`src/wgdd_pkg.sv`:
```
// Package for the wait-graph deadlock detector.
// Holds sizes, the request kind codes, the state machine type and the request and result structs; no dependencies.
`default_nettype none
package wgdd_pkg;
  localparam int NUM_LOCKS = 8;
  localparam int NUM_PROCS = 8;
  localparam int NV = NUM_LOCKS + NUM_PROCS;
  localparam int VW = $clog2(NV);
  localparam int CW = $clog2(NV + 1);
  localparam int MAX_RESULTS = 64;
  localparam int RCW = $clog2(MAX_RESULTS + 1);

  typedef logic [NV-1:0] row_t;
  typedef logic [VW-1:0] vtx_t;

  // KIND_UNREQ is internal: the second pass of an allocate, which clears the
  // request edge. Arriving as a request, the code is an unused kind and ignored.
  typedef enum logic [2:0] {
    KIND_CLEAR   = 3'd0,
    KIND_REQUEST = 3'd1,
    KIND_ALLOC   = 3'd2,
    KIND_DEALLOC = 3'd3,
    KIND_DETECT  = 3'd4,
    KIND_UNREQ   = 3'd5
  } kind_t;

  typedef enum logic [3:0] {
    ST_IDLE, ST_CLEAR, ST_EDGE_RD, ST_EDGE_WR, ST_ROOT, ST_DFS_RD, ST_DFS,
    ST_TR_RD, ST_TR, ST_REACH_RD, ST_REACH, ST_EMIT, ST_SUMMARY
  } state_t;

  typedef struct packed {
    logic [3:0] node;
    logic       node_valid;
    logic       cycle_end;
    logic       deadlock_found;
    logic       truncated;
    logic       last;
  } result_t;

  typedef struct packed {
    logic [2:0] kind;
    logic [2:0] process_id;
    logic [2:0] lock_id;
  } request_t;
endpackage
`default_nettype wire

```
`src/wgdd_chan_if.sv`:
```
// Valid/ready channel interface used for the request and result channels.
// Depends on nothing; the payload type is a type parameter.
`default_nettype none
interface wgdd_chan_if #(parameter type payload_t = logic);
  logic     valid;
  logic     ready;
  payload_t data;
  modport source (output valid, output data, input ready);
  modport sink (input valid, input data, output ready);
endinterface
`default_nettype wire

```
`src/wgdd_ram.sv`:
```
// Generic single-port-write, single-read synchronous RAM with registered read data.
// No dependencies.
`default_nettype none
module wgdd_ram #(
  parameter int WIDTH = 16,
  parameter int DEPTH = 16,
  parameter int AW = $clog2(DEPTH)
) (
  input  wire logic             clk,
  input  wire logic             we,
  input  wire logic [AW-1:0]    waddr,
  input  wire logic [WIDTH-1:0] wdata,
  input  wire logic [AW-1:0]    raddr,
  output logic      [WIDTH-1:0] rdata
);
  logic [WIDTH-1:0] mem [DEPTH];

  // Write port and registered read port.
  always_ff @(posedge clk) begin
    if (we) begin
      mem[waddr] <= wdata;
    end
    rdata <= mem[raddr];
  end
endmodule
`default_nettype wire

```
`src/wgdd_out_reg.sv`:
```
// Output register stage for result items.
// Depends on wgdd_pkg.
`default_nettype none
module wgdd_out_reg (
  input  wire logic             clk,
  input  wire logic             rst_n,
  input  wire logic             push,
  input  wgdd_pkg::result_t     push_data,
  output logic                  full,
  output logic                  out_valid,
  input  wire logic             out_ready,
  output wgdd_pkg::result_t     out_data
);
  logic              valid_r;
  wgdd_pkg::result_t data_r;

  // Hold one result until the sink takes it.
  always_ff @(posedge clk) begin
    if (!rst_n) begin
      valid_r <= 1'b0;
    end else if (push) begin
      valid_r <= 1'b1;
    end else if (out_ready) begin
      valid_r <= 1'b0;
    end
    if (push) begin
      data_r <= push_data;
    end
  end

  assign full      = valid_r && !out_ready;
  assign out_valid = valid_r;
  assign out_data  = data_r;
endmodule
`default_nettype wire

```
`src/wgdd_engine.sv`:
```
// Control engine: edge edits, depth-first search and cycle tracing over the edge RAM.
// Depends on wgdd_pkg and wgdd_ram.
`default_nettype none
module wgdd_engine (
  input  wire logic              clk,
  input  wire logic              rst_n,
  input  wire logic              in_valid,
  output logic                   in_ready,
  input  wgdd_pkg::request_t     in_req,
  output logic                   push,
  output wgdd_pkg::result_t      push_data,
  input  wire logic              out_full
);
  localparam int NV = wgdd_pkg::NV;
  localparam int VW = wgdd_pkg::VW;
  localparam int CW = wgdd_pkg::CW;

  wgdd_pkg::state_t state_r, state_nxt;

  // Edge matrix RAM, one row per vertex.
  logic               ram_we;
  wgdd_pkg::vtx_t     ram_waddr, ram_raddr;
  wgdd_pkg::row_t     ram_wdata, ram_rdata;
  wgdd_ram #(.WIDTH(NV), .DEPTH(NV)) u_edges (
    .clk(clk), .we(ram_we), .waddr(ram_waddr), .wdata(ram_wdata),
    .raddr(ram_raddr), .rdata(ram_rdata)
  );

  // Search stack RAM: vertex and next neighbour.
  logic               stk_we;
  wgdd_pkg::vtx_t     stk_waddr, stk_raddr;
  logic [VW+CW-1:0]   stk_wdata, stk_rdata;
  wgdd_ram #(.WIDTH(VW + CW), .DEPTH(NV)) u_stack (
    .clk(clk), .we(stk_we), .waddr(stk_waddr), .wdata(stk_wdata),
    .raddr(stk_raddr), .rdata(stk_rdata)
  );

  // Path RAM for the traced cycle.
  logic               pth_we;
  wgdd_pkg::vtx_t     pth_waddr, pth_raddr;
  wgdd_pkg::vtx_t     pth_wdata, pth_rdata;
  wgdd_ram #(.WIDTH(VW), .DEPTH(NV)) u_path (
    .clk(clk), .we(pth_we), .waddr(pth_waddr), .wdata(pth_wdata),
    .raddr(pth_raddr), .rdata(pth_rdata)
  );

  // Control and search registers.
  wgdd_pkg::request_t req_r, req_nxt;
  wgdd_pkg::vtx_t     clr_r, clr_nxt;
  logic [CW-1:0]      root_r, root_nxt;
  logic [CW-1:0]      depth_r, depth_nxt;
  wgdd_pkg::vtx_t     v_r, v_nxt;
  logic [CW-1:0]      next_r, next_nxt;
  wgdd_pkg::row_t     visited_r, visited_nxt;
  wgdd_pkg::row_t     onpath_r, onpath_nxt;
  wgdd_pkg::row_t     tvis_r, tvis_nxt;
  wgdd_pkg::vtx_t     tv_r, tv_nxt;
  wgdd_pkg::vtx_t     cur_r, cur_nxt;
  logic [CW-1:0]      y_r, y_nxt;
  logic [CW-1:0]      len_r, len_nxt;
  wgdd_pkg::row_t     seen_r, seen_nxt;
  wgdd_pkg::row_t     prev_r, prev_nxt;
  logic [CW-1:0]      u_r, u_nxt;
  logic               hit_r, hit_nxt;
  logic               emit_rd_r, emit_rd_nxt;
  logic               found_r, found_nxt;
  logic               trunc_r, trunc_nxt;
  logic [wgdd_pkg::RCW-1:0] cnt_r, cnt_nxt;

  // Neighbour scan helpers.
  logic [CW-1:0]  a_sel;
  logic           a_hit;
  logic [CW-1:0]  ys_sel;
  logic           ys_hit;
  wgdd_pkg::vtx_t pid_v, lid_v;

  // One-hot row with a single vertex bit set.
  function automatic wgdd_pkg::row_t row_t_bit(input wgdd_pkg::vtx_t idx);
    wgdd_pkg::row_t r;
    r = '0;
    r[idx] = 1'b1;
    return r;
  endfunction

  assign pid_v = wgdd_pkg::VW'(wgdd_pkg::NUM_LOCKS) + wgdd_pkg::VW'(req_r.process_id);
  assign lid_v = wgdd_pkg::VW'(req_r.lock_id);

  // First set neighbour at or above next_r in the row just read.
  always_comb begin
    a_sel = CW'(NV);
    a_hit = 1'b0;
    for (int i = NV - 1; i >= 0; i--) begin
      if (ram_rdata[i] && CW'(i) >= next_r) begin
        a_sel = CW'(i);
        a_hit = 1'b1;
      end
    end
  end

  // First set neighbour at or above y_r in the trace row.
  always_comb begin
    ys_sel = CW'(NV);
    ys_hit = 1'b0;
    for (int i = NV - 1; i >= 0; i--) begin
      if (ram_rdata[i] && CW'(i) >= y_r) begin
        ys_sel = CW'(i);
        ys_hit = 1'b1;
      end
    end
  end

  always_ff @(posedge clk) begin
    if (!rst_n) begin
      state_r <= wgdd_pkg::ST_CLEAR;
      clr_r   <= '0;
    end else begin
      state_r <= state_nxt;
      clr_r   <= clr_nxt;
    end
    req_r     <= req_nxt;
    root_r    <= root_nxt;
    depth_r   <= depth_nxt;
    v_r       <= v_nxt;
    next_r    <= next_nxt;
    visited_r <= visited_nxt;
    onpath_r  <= onpath_nxt;
    tvis_r    <= tvis_nxt;
    tv_r      <= tv_nxt;
    cur_r     <= cur_nxt;
    y_r       <= y_nxt;
    len_r     <= len_nxt;
    seen_r    <= seen_nxt;
    prev_r    <= prev_nxt;
    u_r       <= u_nxt;
    hit_r     <= hit_nxt;
    emit_rd_r <= emit_rd_nxt;
    found_r   <= found_nxt;
    trunc_r   <= trunc_nxt;
    cnt_r     <= cnt_nxt;
  end

  // Next state and datapath.
  always_comb begin
    state_nxt = state_r;
    req_nxt = req_r; clr_nxt = clr_r; root_nxt = root_r; depth_nxt = depth_r;
    v_nxt = v_r; next_nxt = next_r; visited_nxt = visited_r; onpath_nxt = onpath_r;
    tvis_nxt = tvis_r; tv_nxt = tv_r; cur_nxt = cur_r; y_nxt = y_r; len_nxt = len_r;
    seen_nxt = seen_r; prev_nxt = prev_r; u_nxt = u_r; hit_nxt = hit_r;
    emit_rd_nxt = emit_rd_r; found_nxt = found_r; trunc_nxt = trunc_r; cnt_nxt = cnt_r;
    in_ready = 1'b0;
    ram_we = 1'b0; ram_waddr = '0; ram_wdata = '0; ram_raddr = '0;
    stk_we = 1'b0; stk_waddr = '0; stk_wdata = '0; stk_raddr = '0;
    pth_we = 1'b0; pth_waddr = '0; pth_wdata = '0; pth_raddr = '0;
    push = 1'b0; push_data = '0;
    unique case (state_r)
      // Sweep all rows to zero after reset or a clear request.
      wgdd_pkg::ST_CLEAR: begin
        ram_we = 1'b1; ram_waddr = clr_r; ram_wdata = '0;
        clr_nxt = clr_r + 1'b1;
        if (clr_r == VW'(NV - 1)) begin
          state_nxt = wgdd_pkg::ST_IDLE;
        end
      end
      wgdd_pkg::ST_IDLE: begin
        in_ready = !out_full;
        if (in_valid && !out_full) begin
          req_nxt = in_req;
          clr_nxt = '0;
          priority if (in_req.kind == wgdd_pkg::KIND_CLEAR) begin
            state_nxt = wgdd_pkg::ST_CLEAR;
          end else if (in_req.kind == wgdd_pkg::KIND_REQUEST ||
                       in_req.kind == wgdd_pkg::KIND_ALLOC ||
                       in_req.kind == wgdd_pkg::KIND_DEALLOC) begin
            state_nxt = wgdd_pkg::ST_EDGE_RD;
          end else if (in_req.kind == wgdd_pkg::KIND_DETECT) begin
            cnt_nxt = '0; visited_nxt = '0; onpath_nxt = '0;
            found_nxt = 1'b0; trunc_nxt = 1'b0; root_nxt = '0;
            state_nxt = wgdd_pkg::ST_ROOT;
          end else begin
            state_nxt = wgdd_pkg::ST_IDLE;
          end
        end
      end
      // Edge edit: read the process row (request, request clear) or the lock row.
      wgdd_pkg::ST_EDGE_RD: begin
        ram_raddr = (req_r.kind == wgdd_pkg::KIND_REQUEST ||
                     req_r.kind == wgdd_pkg::KIND_UNREQ) ? pid_v : lid_v;
        state_nxt = wgdd_pkg::ST_EDGE_WR;
      end
      wgdd_pkg::ST_EDGE_WR: begin
        ram_we = 1'b1;
        priority if (req_r.kind == wgdd_pkg::KIND_REQUEST) begin
          ram_waddr = pid_v; ram_wdata = ram_rdata | (row_t_bit(lid_v));
          state_nxt = wgdd_pkg::ST_IDLE;
        end else if (req_r.kind == wgdd_pkg::KIND_ALLOC) begin
          ram_waddr = lid_v; ram_wdata = ram_rdata | (row_t_bit(pid_v));
          // Second pass clears the request edge on the process row.
          req_nxt.kind = wgdd_pkg::KIND_UNREQ;
          state_nxt = wgdd_pkg::ST_EDGE_RD;
        end else if (req_r.kind == wgdd_pkg::KIND_DEALLOC) begin
          ram_waddr = lid_v; ram_wdata = ram_rdata & ~(row_t_bit(pid_v));
          state_nxt = wgdd_pkg::ST_IDLE;
        end else begin
          ram_waddr = pid_v; ram_wdata = ram_rdata & ~(row_t_bit(lid_v));
          state_nxt = wgdd_pkg::ST_IDLE;
        end
      end
      // Pick the next unvisited root.
      wgdd_pkg::ST_ROOT: begin
        if (root_r == CW'(NV)) begin
          state_nxt = wgdd_pkg::ST_SUMMARY;
        end else if (visited_r[VW'(root_r)]) begin
          root_nxt = root_r + 1'b1;
        end else begin
          visited_nxt[VW'(root_r)] = 1'b1;
          onpath_nxt[VW'(root_r)]  = 1'b1;
          v_nxt = VW'(root_r); next_nxt = '0; depth_nxt = CW'(1);
          root_nxt = root_r + 1'b1;
          state_nxt = wgdd_pkg::ST_DFS_RD;
        end
      end
      // Read the row of the frame at the top of the stack.
      wgdd_pkg::ST_DFS_RD: begin
        ram_raddr = v_r;
        state_nxt = wgdd_pkg::ST_DFS;
      end
      wgdd_pkg::ST_DFS: begin
        if (!a_hit) begin
          onpath_nxt[v_r] = 1'b0;
          depth_nxt = depth_r - 1'b1;
          if (depth_r == CW'(1)) begin
            state_nxt = wgdd_pkg::ST_ROOT;
          end else begin
            stk_raddr = VW'(depth_r - CW'(2));
            state_nxt = wgdd_pkg::ST_TR_RD;
            hit_nxt = 1'b1;
          end
        end else if (!visited_r[VW'(a_sel)]) begin
          // Push: save the current frame, descend.
          stk_we = 1'b1; stk_waddr = VW'(depth_r - CW'(1));
          stk_wdata = {v_r, a_sel + 1'b1};
          visited_nxt[VW'(a_sel)] = 1'b1;
          onpath_nxt[VW'(a_sel)]  = 1'b1;
          v_nxt = VW'(a_sel); next_nxt = '0; depth_nxt = depth_r + 1'b1;
          state_nxt = wgdd_pkg::ST_DFS_RD;
        end else if (onpath_r[VW'(a_sel)]) begin
          // Back edge: trace one cycle through v.
          found_nxt = 1'b1;
          tv_nxt = v_r; cur_nxt = v_r; y_nxt = '0; len_nxt = CW'(1);
          tvis_nxt = '0; tvis_nxt[v_r] = 1'b1;
          pth_we = 1'b1; pth_waddr = '0; pth_wdata = v_r;
          hit_nxt = 1'b0;
          state_nxt = wgdd_pkg::ST_TR_RD;
        end else begin
          next_nxt = a_sel + 1'b1;
          state_nxt = wgdd_pkg::ST_DFS_RD;
        end
      end
      // Shared read state: stack pop (hit_r) or trace row read.
      wgdd_pkg::ST_TR_RD: begin
        if (hit_r) begin
          v_nxt = VW'(stk_rdata >> CW);
          next_nxt = CW'(stk_rdata);
          hit_nxt = 1'b0;
          state_nxt = wgdd_pkg::ST_DFS_RD;
        end else begin
          ram_raddr = cur_r;
          state_nxt = wgdd_pkg::ST_TR;
        end
      end
      // Trace step: look at the next candidate neighbour of cur.
      wgdd_pkg::ST_TR: begin
        if (!ys_hit) begin
          // Dead end cannot occur on a true back edge; drop the trace.
          onpath_nxt = '0;
          state_nxt = wgdd_pkg::ST_ROOT;
        end else if (VW'(ys_sel) == tv_r) begin
          len_nxt = len_r - 1'b1;
          pth_raddr = VW'(len_r - 1'b1);
          emit_rd_nxt = 1'b0;
          state_nxt = wgdd_pkg::ST_EMIT;
        end else if (!tvis_r[VW'(ys_sel)] && len_r < CW'(NV)) begin
          seen_nxt = '0; seen_nxt[VW'(ys_sel)] = 1'b1;
          prev_nxt = '1; u_nxt = '0; hit_nxt = 1'b0;
          y_nxt = ys_sel;
          state_nxt = wgdd_pkg::ST_REACH_RD;
        end else begin
          y_nxt = ys_sel + 1'b1;
          state_nxt = wgdd_pkg::ST_TR_RD;
        end
      end
      // Reachability closure: sweep rows of seen vertices until stable.
      wgdd_pkg::ST_REACH_RD: begin
        ram_raddr = VW'(u_r);
        state_nxt = wgdd_pkg::ST_REACH;
      end
      wgdd_pkg::ST_REACH: begin
        if (seen_r[VW'(u_r)]) begin
          seen_nxt = seen_r | (ram_rdata & ~tvis_r);
          if (ram_rdata[tv_r]) begin
            hit_nxt = 1'b1;
          end
        end
        if (hit_nxt) begin
          // Reaches v: extend the path and go back to a trace row read.
          pth_we = 1'b1; pth_waddr = VW'(len_r); pth_wdata = VW'(y_r);
          tvis_nxt[VW'(y_r)] = 1'b1;
          len_nxt = len_r + 1'b1;
          cur_nxt = VW'(y_r); y_nxt = '0;
          hit_nxt = 1'b0;
          state_nxt = wgdd_pkg::ST_TR_RD;
        end else if (u_r == CW'(NV - 1)) begin
          if (seen_nxt == prev_r) begin
            y_nxt = y_r + 1'b1;
            state_nxt = wgdd_pkg::ST_TR_RD;
          end else begin
            prev_nxt = seen_nxt; u_nxt = '0;
            state_nxt = wgdd_pkg::ST_REACH_RD;
          end
        end else begin
          u_nxt = u_r + 1'b1;
          state_nxt = wgdd_pkg::ST_REACH_RD;
        end
      end
      // Emit the path from its far end back to v.
      wgdd_pkg::ST_EMIT: begin
        pth_raddr = VW'(len_r);
        if (!emit_rd_r) begin
          emit_rd_nxt = 1'b1;
        end else if (!out_full) begin
          if (cnt_r < wgdd_pkg::RCW'(wgdd_pkg::MAX_RESULTS - 1)) begin
            push = 1'b1;
            push_data.node = 4'(pth_rdata);
            push_data.node_valid = 1'b1;
            push_data.cycle_end = (len_r == '0);
            cnt_nxt = cnt_r + 1'b1;
          end else begin
            trunc_nxt = 1'b1;
          end
          if (len_r == '0) begin
            onpath_nxt = '0;
            state_nxt = wgdd_pkg::ST_ROOT;
          end else begin
            len_nxt = len_r - 1'b1;
            pth_raddr = VW'(len_r - 1'b1);
          end
        end else begin
          pth_raddr = VW'(len_r);
        end
      end
      wgdd_pkg::ST_SUMMARY: begin
        if (!out_full) begin
          push = 1'b1;
          push_data.deadlock_found = found_r;
          push_data.truncated = trunc_r;
          push_data.last = 1'b1;
          state_nxt = wgdd_pkg::ST_IDLE;
        end
      end
      default: state_nxt = wgdd_pkg::ST_IDLE;
    endcase
  end
endmodule
`default_nettype wire

```
`src/wait_graph_deadlock_detector.sv`:
```
// Edge requests read a row, then write it (allocate does two such passes); clear zeroes
// every row; a detect request reads a row, then decides, per depth-first search step,
// plus a reachability sweep over the rows, pass by pass, for each traced cycle step.
// One request is handled at a time; the edge RAM read port sets the pace.
// Reset: synchronous active-low rst_n; after reset a clearing pass zeroes the edge
// matrix and no request is accepted meanwhile.
`default_nettype none
module wait_graph_deadlock_detector (
  input  wire logic clk,
  input  wire logic rst_n,
  wgdd_chan_if.sink   in_chan,
  wgdd_chan_if.source out_chan
);
  logic full;
  logic push;
  wgdd_pkg::result_t push_data;

  // Search engine with its edge, stack and path memories.
  wgdd_engine u_engine (
    .clk(clk), .rst_n(rst_n),
    .in_valid(in_chan.valid), .in_ready(in_chan.ready), .in_req(in_chan.data),
    .push(push), .push_data(push_data), .out_full(full)
  );

  // Result output register.
  wgdd_out_reg u_out (
    .clk(clk), .rst_n(rst_n), .push(push), .push_data(push_data), .full(full),
    .out_valid(out_chan.valid), .out_ready(out_chan.ready), .out_data(out_chan.data)
  );
endmodule
`default_nettype wire
```
`src/flat_wrapper.sv`:
```
// flat-port wrapper written by rule: the top's interface ports become plain ports
module wait_graph_deadlock_detector_flat 
  (clk, rst_n, in_chan_valid, in_chan_data, in_chan_ready, out_chan_valid, out_chan_data, out_chan_ready);
  wgdd_chan_if in_chan_i ();
  wgdd_chan_if out_chan_i ();
  input  wire logic clk;
  input  wire logic rst_n;
  input wire logic [$bits(in_chan_i.valid)-1:0] in_chan_valid;
  input wire logic [$bits(in_chan_i.data)-1:0] in_chan_data;
  output wire logic [$bits(in_chan_i.ready)-1:0] in_chan_ready;
  output wire logic [$bits(out_chan_i.valid)-1:0] out_chan_valid;
  output wire logic [$bits(out_chan_i.data)-1:0] out_chan_data;
  input wire logic [$bits(out_chan_i.ready)-1:0] out_chan_ready;
  assign in_chan_i.valid = in_chan_valid;
  assign in_chan_i.data = in_chan_data;
  assign in_chan_ready = in_chan_i.ready;
  assign out_chan_valid = out_chan_i.valid;
  assign out_chan_data = out_chan_i.data;
  assign out_chan_i.ready = out_chan_ready;
  wait_graph_deadlock_detector u_core (.clk(clk), .rst_n(rst_n), .in_chan(in_chan_i), .out_chan(out_chan_i));
endmodule
```
`config.mk`:
```
export PLATFORM = sky130hd
export DESIGN_NAME = wait_graph_deadlock_detector_flat
export DESIGN_NICKNAME = d
export VERILOG_FILES = /design/src/wgdd_pkg.sv /design/src/wgdd_chan_if.sv /design/src/wgdd_ram.sv /design/src/wgdd_out_reg.sv /design/src/wgdd_engine.sv /design/src/wait_graph_deadlock_detector.sv /design/src/flat_wrapper.sv
export SDC_FILE = /design/constraint.sdc
export NUM_CORES = 1
export LEC_CHECK = 0
export BUFFER_PORTS_ARGS = -buffer_cell sky130_fd_sc_hd__buf_4
export CAP_MARGIN = 15
export CORE_UTILIZATION = 40
export CTS_CLUSTER_SIZE = 12
export DETAILED_ROUTE_END_ITERATION = 12
export PLACE_DENSITY = 0.58
export REMOVE_ABC_BUFFERS = 1
export SLEW_MARGIN = 40
export SYNTH_ARGS = -nofsm -noshare
export SYNTH_HDL_FRONTEND = slang
export SYNTH_SLANG_ARGS = --single-unit
```
`constraint.sdc`:
```
create_clock -name clk -period 4 [get_ports clk]
set_clock_uncertainty 0.1 [all_clocks]
set_input_delay 0.8 -clock clk [delete_from_list [all_inputs] [get_ports clk]]
set_output_delay 0.8 -clock clk [all_outputs]
set_load 0.01 [all_outputs]
```
Word level (Yosys, flattened, before mapping)
Memories as Yosys holds them, arrays and structs flattened. A register that Yosys moved wholly into a read port is not among the register bits.
Index checks and enable logic that the tools add are counted.
Widths: inputs -> output; s select.

storage, ports and cells
  output and inout bits = 3
  memories = 2
  RAM bits = 400
  word-level logic and storage cells = 486
  register bits = 145

operators by class
  reduce and logical (&&, ||, !) cells = 81
  mux-type cells = 249
  magnitude comparators = 48
  eq/ne operators = 56
  bitwise gates (word level) = 15
  add/sub/neg operators = 12

memory list
  memory                       words  width  read ports  clocked after Yosys merged registers in  write ports  line            text
  u_core.u_engine.u_edges.mem  16     16     1           1                                        1            wgdd_ram.sv:16  logic [WIDTH-1:0] mem [DEPTH];
  u_core.u_engine.u_stack.mem  16     9      1           1                                        1            wgdd_ram.sv:16

operators by type and width
  kind                 count
  $mux 16              31
  $mux 5               66
  $mux 4               37
  $pmux 16 s2          4
  $or 16x16->16        6
  $ge 4x5->1 const A   16
  $mux 1               72
  $pmux 16 s4          1
  $pmux 4 s13          1
  $ne 2x2->1 const B   25
  $and 16x16->16       3
  $logic_and 1x1->1    41
  $ge 3x5->1 const A   8
  $mux 9               4
  $add 5x1->5 const B  7
  $lt 4x5->1 const B   7
  $not 16->16          2
  $pmux 5 s3           2
  $ne 3x3->1 const B   9
  $bmux 1 s4           6
  $eq 4x4->1 const B   6
  $pmux 4 s2           3
  $reduce_and 7->1     3
  $demux 1 s4          5
  50 further kinds     96

Longest topological paths before layout
  depth after elaboration = 26
  mapped depth = 15
  depth with buffers taken out = 13

Cells and area by module
From an unflattened synthesis, not the netlist that was laid out.

unflattened totals
  cells, all modules = 2,169
  area total of the unflattened synthesis = 30,344.1 um^2

by module, submodules not included
  module                              area an instance (um^2)  cells each  instances
  wgdd_engine                         11,539.8                 1,340       1
  wgdd_ram (u_core.u_engine.u_edges)  10,042.1                 432         1
  wgdd_ram (u_core.u_engine.u_stack)  5,780.5                  254         1
  wgdd_ram (u_core.u_engine.u_path)   2,666.3                  130         1
  wgdd_out_reg                        311.5                    12          1
  wait_graph_deadlock_detector        3.8                      1           1

Worst setup path before layout
OpenSTA, ideal clock, no wires.

  path kind = register to register
  from = reg u_core.u_engine.next_r[3]
  to = reg u_core.u_engine.onpath_r[0] (enable)
  cell stages (with the launch flop) = 14
  period minus slack after synthesis = 4.385 ns
  path buffers = 2
  data arrival time = 3.875 ns
  setup slack = -0.385 ns
  cell sequence = edfxtp_1 > buf_2 > or3_4 > a31oi_4 > and3b_1 > a221o_1 > nor2_4 > inv_2 > a31oi_1 > nand4_2 > mux2i_4 > buf_6 > nor3_1 > nor3_1

between the ends
  longest elaborated chain between the ends = 22
  elaborated cells on any way between the ends = 68

RTL lines
  element                         line                text
  start, declared                 wgdd_engine.sv:53   logic [CW-1:0] next_r, next_nxt;
  start signal, assigned          wgdd_engine.sv:124  next_r <= next_nxt;
  $ge 4x5->1                      wgdd_engine.sv:93   if (ram_rdata[i] && CW'(i) >= next_r) begin
  $logic_and 1x1->1               wgdd_engine.sv:93
  $mux 5 (16 in a row)            wgdd_engine.sv:93
  $bmux 1 s4                      wgdd_engine.sv:238  end else if (!visited_r[VW'(a_sel)]) begin
  $mux 1 (implied by the code)    wgdd_engine.sv:238
  $ne 3x3->1 (no line) (*)        n/a
  $reduce_and 8->1 (no line) (*)  n/a
  end signal, assigned            wgdd_engine.sv:126  onpath_r <= onpath_nxt;
  end, declared                   wgdd_engine.sv:55   wgdd_pkg::row_t onpath_r, onpath_nxt;

Mark *: on every way between the ends. The rest lies on a longest branch, timed or not. The select of a mux whose other input is x is not followed.
A chain may end at the register's enable or synchronous reset.

Worst setup path after layout
  from = reg u_core.u_engine.y_r[4]
  to = reg u_core.u_engine.seen_r[5] (enable)

between the ends
  longest elaborated chain between the ends = 24
  elaborated cells on any way between the ends = 73

RTL lines
  element                         line                text
  start, declared                 wgdd_engine.sv:59   logic [CW-1:0] y_r, y_nxt;
  start signal, assigned          wgdd_engine.sv:130  y_r <= y_nxt;
  $ge 4x5->1                      wgdd_engine.sv:105  if (ram_rdata[i] && CW'(i) >= y_r) begin
  $logic_and 1x1->1               wgdd_engine.sv:105
  $mux 5 (16 in a row)            wgdd_engine.sv:105
  $bmux 1 s4                      wgdd_engine.sv:282  end else if (!tvis_r[VW'(ys_sel)] && len_r < CW'(NV)) begin
  $mux 1 (implied by the code)    wgdd_engine.sv:282
  $logic_not 1->1                 wgdd_engine.sv:282
  $logic_and 1x1->1               wgdd_engine.sv:282
  $ne 2x2->1 (no line)            n/a
  $reduce_and 4->1 (no line) (*)  n/a
  end signal, assigned            wgdd_engine.sv:132  seen_r <= seen_nxt;
  end, declared                   wgdd_engine.sv:61   wgdd_pkg::row_t seen_r, seen_nxt;

Marked as above.

==> run_results.csv <==
group,metric,value,unit
layout,layout_common_cells,"edfxtp_1 (534), nand2_1 (232), buf_4 (194)",
place,io_buffers,7,
power,powerDensity,442,mW/mm^2
route,wire_per_inst,24.5,um
global_routing,antenna_found_initial,0,
setup_path,path_class,"register to register",
clocking,cts_hold_buf,0,
hold_path,min_path_type,"input pin to register",
setup_path,critPathArrivalTime,4090,ps
outcome,status,"finished, final reports clean",
sta,finalSetupViolCount,0,
synthesis,synth_enable_flop_cells,534,
sta,fin_tns_setup,0,ps
synthesis,synth_top_area_frac,0.592,
synthesis,syn-cell-area,0.0271,sq mm
sta,finalHoldViolCount,0,
route,remaining_drc_errors,0,
synthesis,async_reset_ff_frac,0,
global_routing,grt_max_degree,61,
global_routing,grt_pass1_wl,121000,um
clocking,clock_sinks,568,
layout,fin_cells,3262,
synthesis,syn_inst,2227,
clocking,cts_max_level,2,
layout,antenna_cells,0,
floorplanning,ios,8,
floorplanning,die_w,262,um
clocking,cts_buffer_depth,3,
route,routed_wl,79800,um
route,via_per_inst,6.00,
route,vias,19600,
layout,layout_commonest_cell,"edfxtp_1",
synthesis,ys.flop_type,"edfxtp_1",
clocking,numCtsBuffers,59,
sta,fin_crit,3850,ps
floorplanning,num_rows,95,
floorplanning,initial_core_util,0.404,
floorplanning,coreArea,0.0672,sq mm
synthesis,synth_cell_type_count,99,
place,dp_hpwl,53400,um
route,drtIter0Drc,1833,
sta,tightest_slew,776,ps
place,gp_congestion,0.928,
layout,synthToLayoutAreaGrowth,15.7,%
clocking,cts_tree,"yes",
setup_path,worst_setup_path_start_kind,"register",
sta,setup_ws,154,ps
setup_path,crit_fanout,12,
power,fin_total_pwr,13900,uW
job,drv_cap,0,
setup_path,cp-end-kind,"register",
clocking,clk_pin_slew,70,ps
global_routing,grt_overflow_total,0,
route,ant_nets,0,
clocking,clk_latency,630,ps
layout,drive_gt1_frac,0.172,
layout,utilization,0.467,
power,leakage,0.0110,uW
sta,finalMaxSlewViolations,0,
synthesis,ys_seq_elements,568,
synthesis,syn_area_per_cell,12.2,sq um
sta,fmax,260,MHz
global_routing,grt_pass1_vias,19200,
floorplanning,die_y,262,um
setup_path,crit_required,4240,ps
layout,finalNetCount,2376,
synthesis,yosysTopAreaCell,"edfxtp_1",
place,dp_cells,3133,
global_routing,grt_use_total,0.229,
sta,rsz0062_at_grt,"false",
sta,slew_headroom,0.479,
sta,timing.final.crit_share,0.961,
synthesis,synth_area_leaders,"edfxtp_1 (59%), nand2_1 (3.2%), a211oi_1 (3.2%), dfxtp_1 (2.5%), mux4_2 (2.5%)",
route,dr.pass1.iters,6,
synthesis,ys_seq_area_frac,0.617,
place,place_ws,-40.5,ps
power,peakVddDrop,0.372,mV
clocking,cts.root.buffer_cell,"clkbuf_16",
synthesis,ys_warn_count,0,
floorplanning,die-area,0.0688,sq mm
kinds of logic after synthesis:
group,Yosys count,synth area share
simple gates,752,0.143
buf+inv,208,0.0313
mux,44,0.0307
compound gates,593,0.153
flops,568,0.617
fa+ha+maj,30,0.0141
xor+xnor,32,0.0103
through the flow:
step	area, sq um	hold slack (ps)
finish	31400	304
global placement	29200	429
global route	31400	274
detailed placement	29200	438
floorplan	26500	404
CTS	31100	268
sequential cells by signal (all words and copies together), names as in the netlist, 4 cells and up:
name and count:
u_core.u_engine.u_r 5, u_core.u_engine.v_r 4, u_core.u_engine.visited_r 16, u_core.u_engine.u_stack.mem 144
u_core.u_engine.u_edges.rdata 16, u_core.u_engine.cnt_r 7, u_core.u_engine.depth_r 5, u_core.u_engine.len_r 5
u_core.u_engine.next_r 5, u_core.u_engine.tvis_r 16, u_core.u_engine.u_stack.rdata 9, u_core.u_engine.seen_r 16
u_core.u_engine.onpath_r 16, u_core.u_engine.tv_r 4, u_core.u_engine.root_r 5, u_core.u_engine.clr_r 4
u_core.u_engine.u_edges.mem 256, u_core.u_engine.y_r 5, u_core.u_engine.prev_r 16, u_core.u_engine.state_r 4
u_core.u_engine.cur_r 4
where the power goes:
group / leakage, uW / switching [uW] / internal, uW
clock: 0.000903 / 2270 / 3030
sequential: 0.00535 / 228 / 6740
combinational: 0.00474 / 999 / 612
total: 0.0110 / 3500 / 10400
critical path: stages, from the launching register on:
cell       delay, ps
edfxtp_1         600
nand2b_1         280
a2111oi_0        470
o31a_1           260
a311oi_4          70
a21oi_4          290
inv_4             90
buf_4            140
nand2_1           50
o22ai_1           90
or4_4            590
nor2_4           170
o21a_4           200
clkbuf_16        160
routing by layer:
| layer | up-vias | share of wire | global-route usage |
|---|---|---|---|
| met5 | - | 0 | 0 |
| met4 | 0 | 0.037 | 0.0847 |
| met3 | 156 | 0.061 | 0.0320 |
| met2 | 739 | 0.47 | 0.374 |
| met1 | 9766 | 0.43 | 0.311 |
| li1 | 8912 | - | - |
synth_stat cells, types with 11 or more instances:
cell and instances:
a2111oi_0 21, or3_1 11, nor2_1 99, xnor2_1 19, mux4_2 30, o22ai_1 30
o31ai_1 15, nor3_1 57, a31oi_1 52, nand4_1 19, buf_2 11, and2_1 36
o21ai_0 58, a211oi_1 115, ha_1 29, nand3_1 66, nor2b_1 31, xor2_1 13
nand2b_1 34, a21oi_1 123, dfxtp_1 34, edfxtp_1 534, clkbuf_1 130, a311oi_1 34
inv_1 49, nor4_1 12, nand2_1 234, and3_1 102
layout make-up:
class | count | area (sq um)
Clock buffer | 91 | 1650
Timing Repair Buffer | 206 | 1700
Clock inverter | 18 | 215
Multi-Input combinational cell | 1451 | 9790
Sequential cell | 568 | 16700
Fill cell | 5943 | 35800
Inverter | 55 | 211
Tap cell | 873 | 1090
what timing repair did:
| item | in CTS | in global routing |
|---|---|---|
| resized for setup | 2 | 22 |
| endpoints found under the setup margin | 36 | 208 |
| buffers inserted | 5 | 13 |
| cloned | 0 | 2 |
| pin swaps | 1 | 11 |
final timing paths:
check | start | to | slack (ps) | depth (start not counted)
worst min register to register | u_core.u_engine.clr_r[1]$_SDFFE_PN0P_ | u_core.u_engine.clr_r[1]$_SDFFE_PN0P_ | 440 | 2
worst min-delay path | in_chan_data | u_core.u_engine.lid_v[0]$_DFFE_PP_ | 300 | 1
worst max-delay path | u_core.u_engine.y_r[4]$_DFFE_PP_ | u_core.u_engine.seen_r[5]$_DFFE_PP_ | 150 | 13
worst max register to register | u_core.u_engine.y_r[4]$_DFFE_PP_ | u_core.u_engine.seen_r[5]$_DFFE_PP_ | 150 | 13
Power figures use the tool's default switching activity.
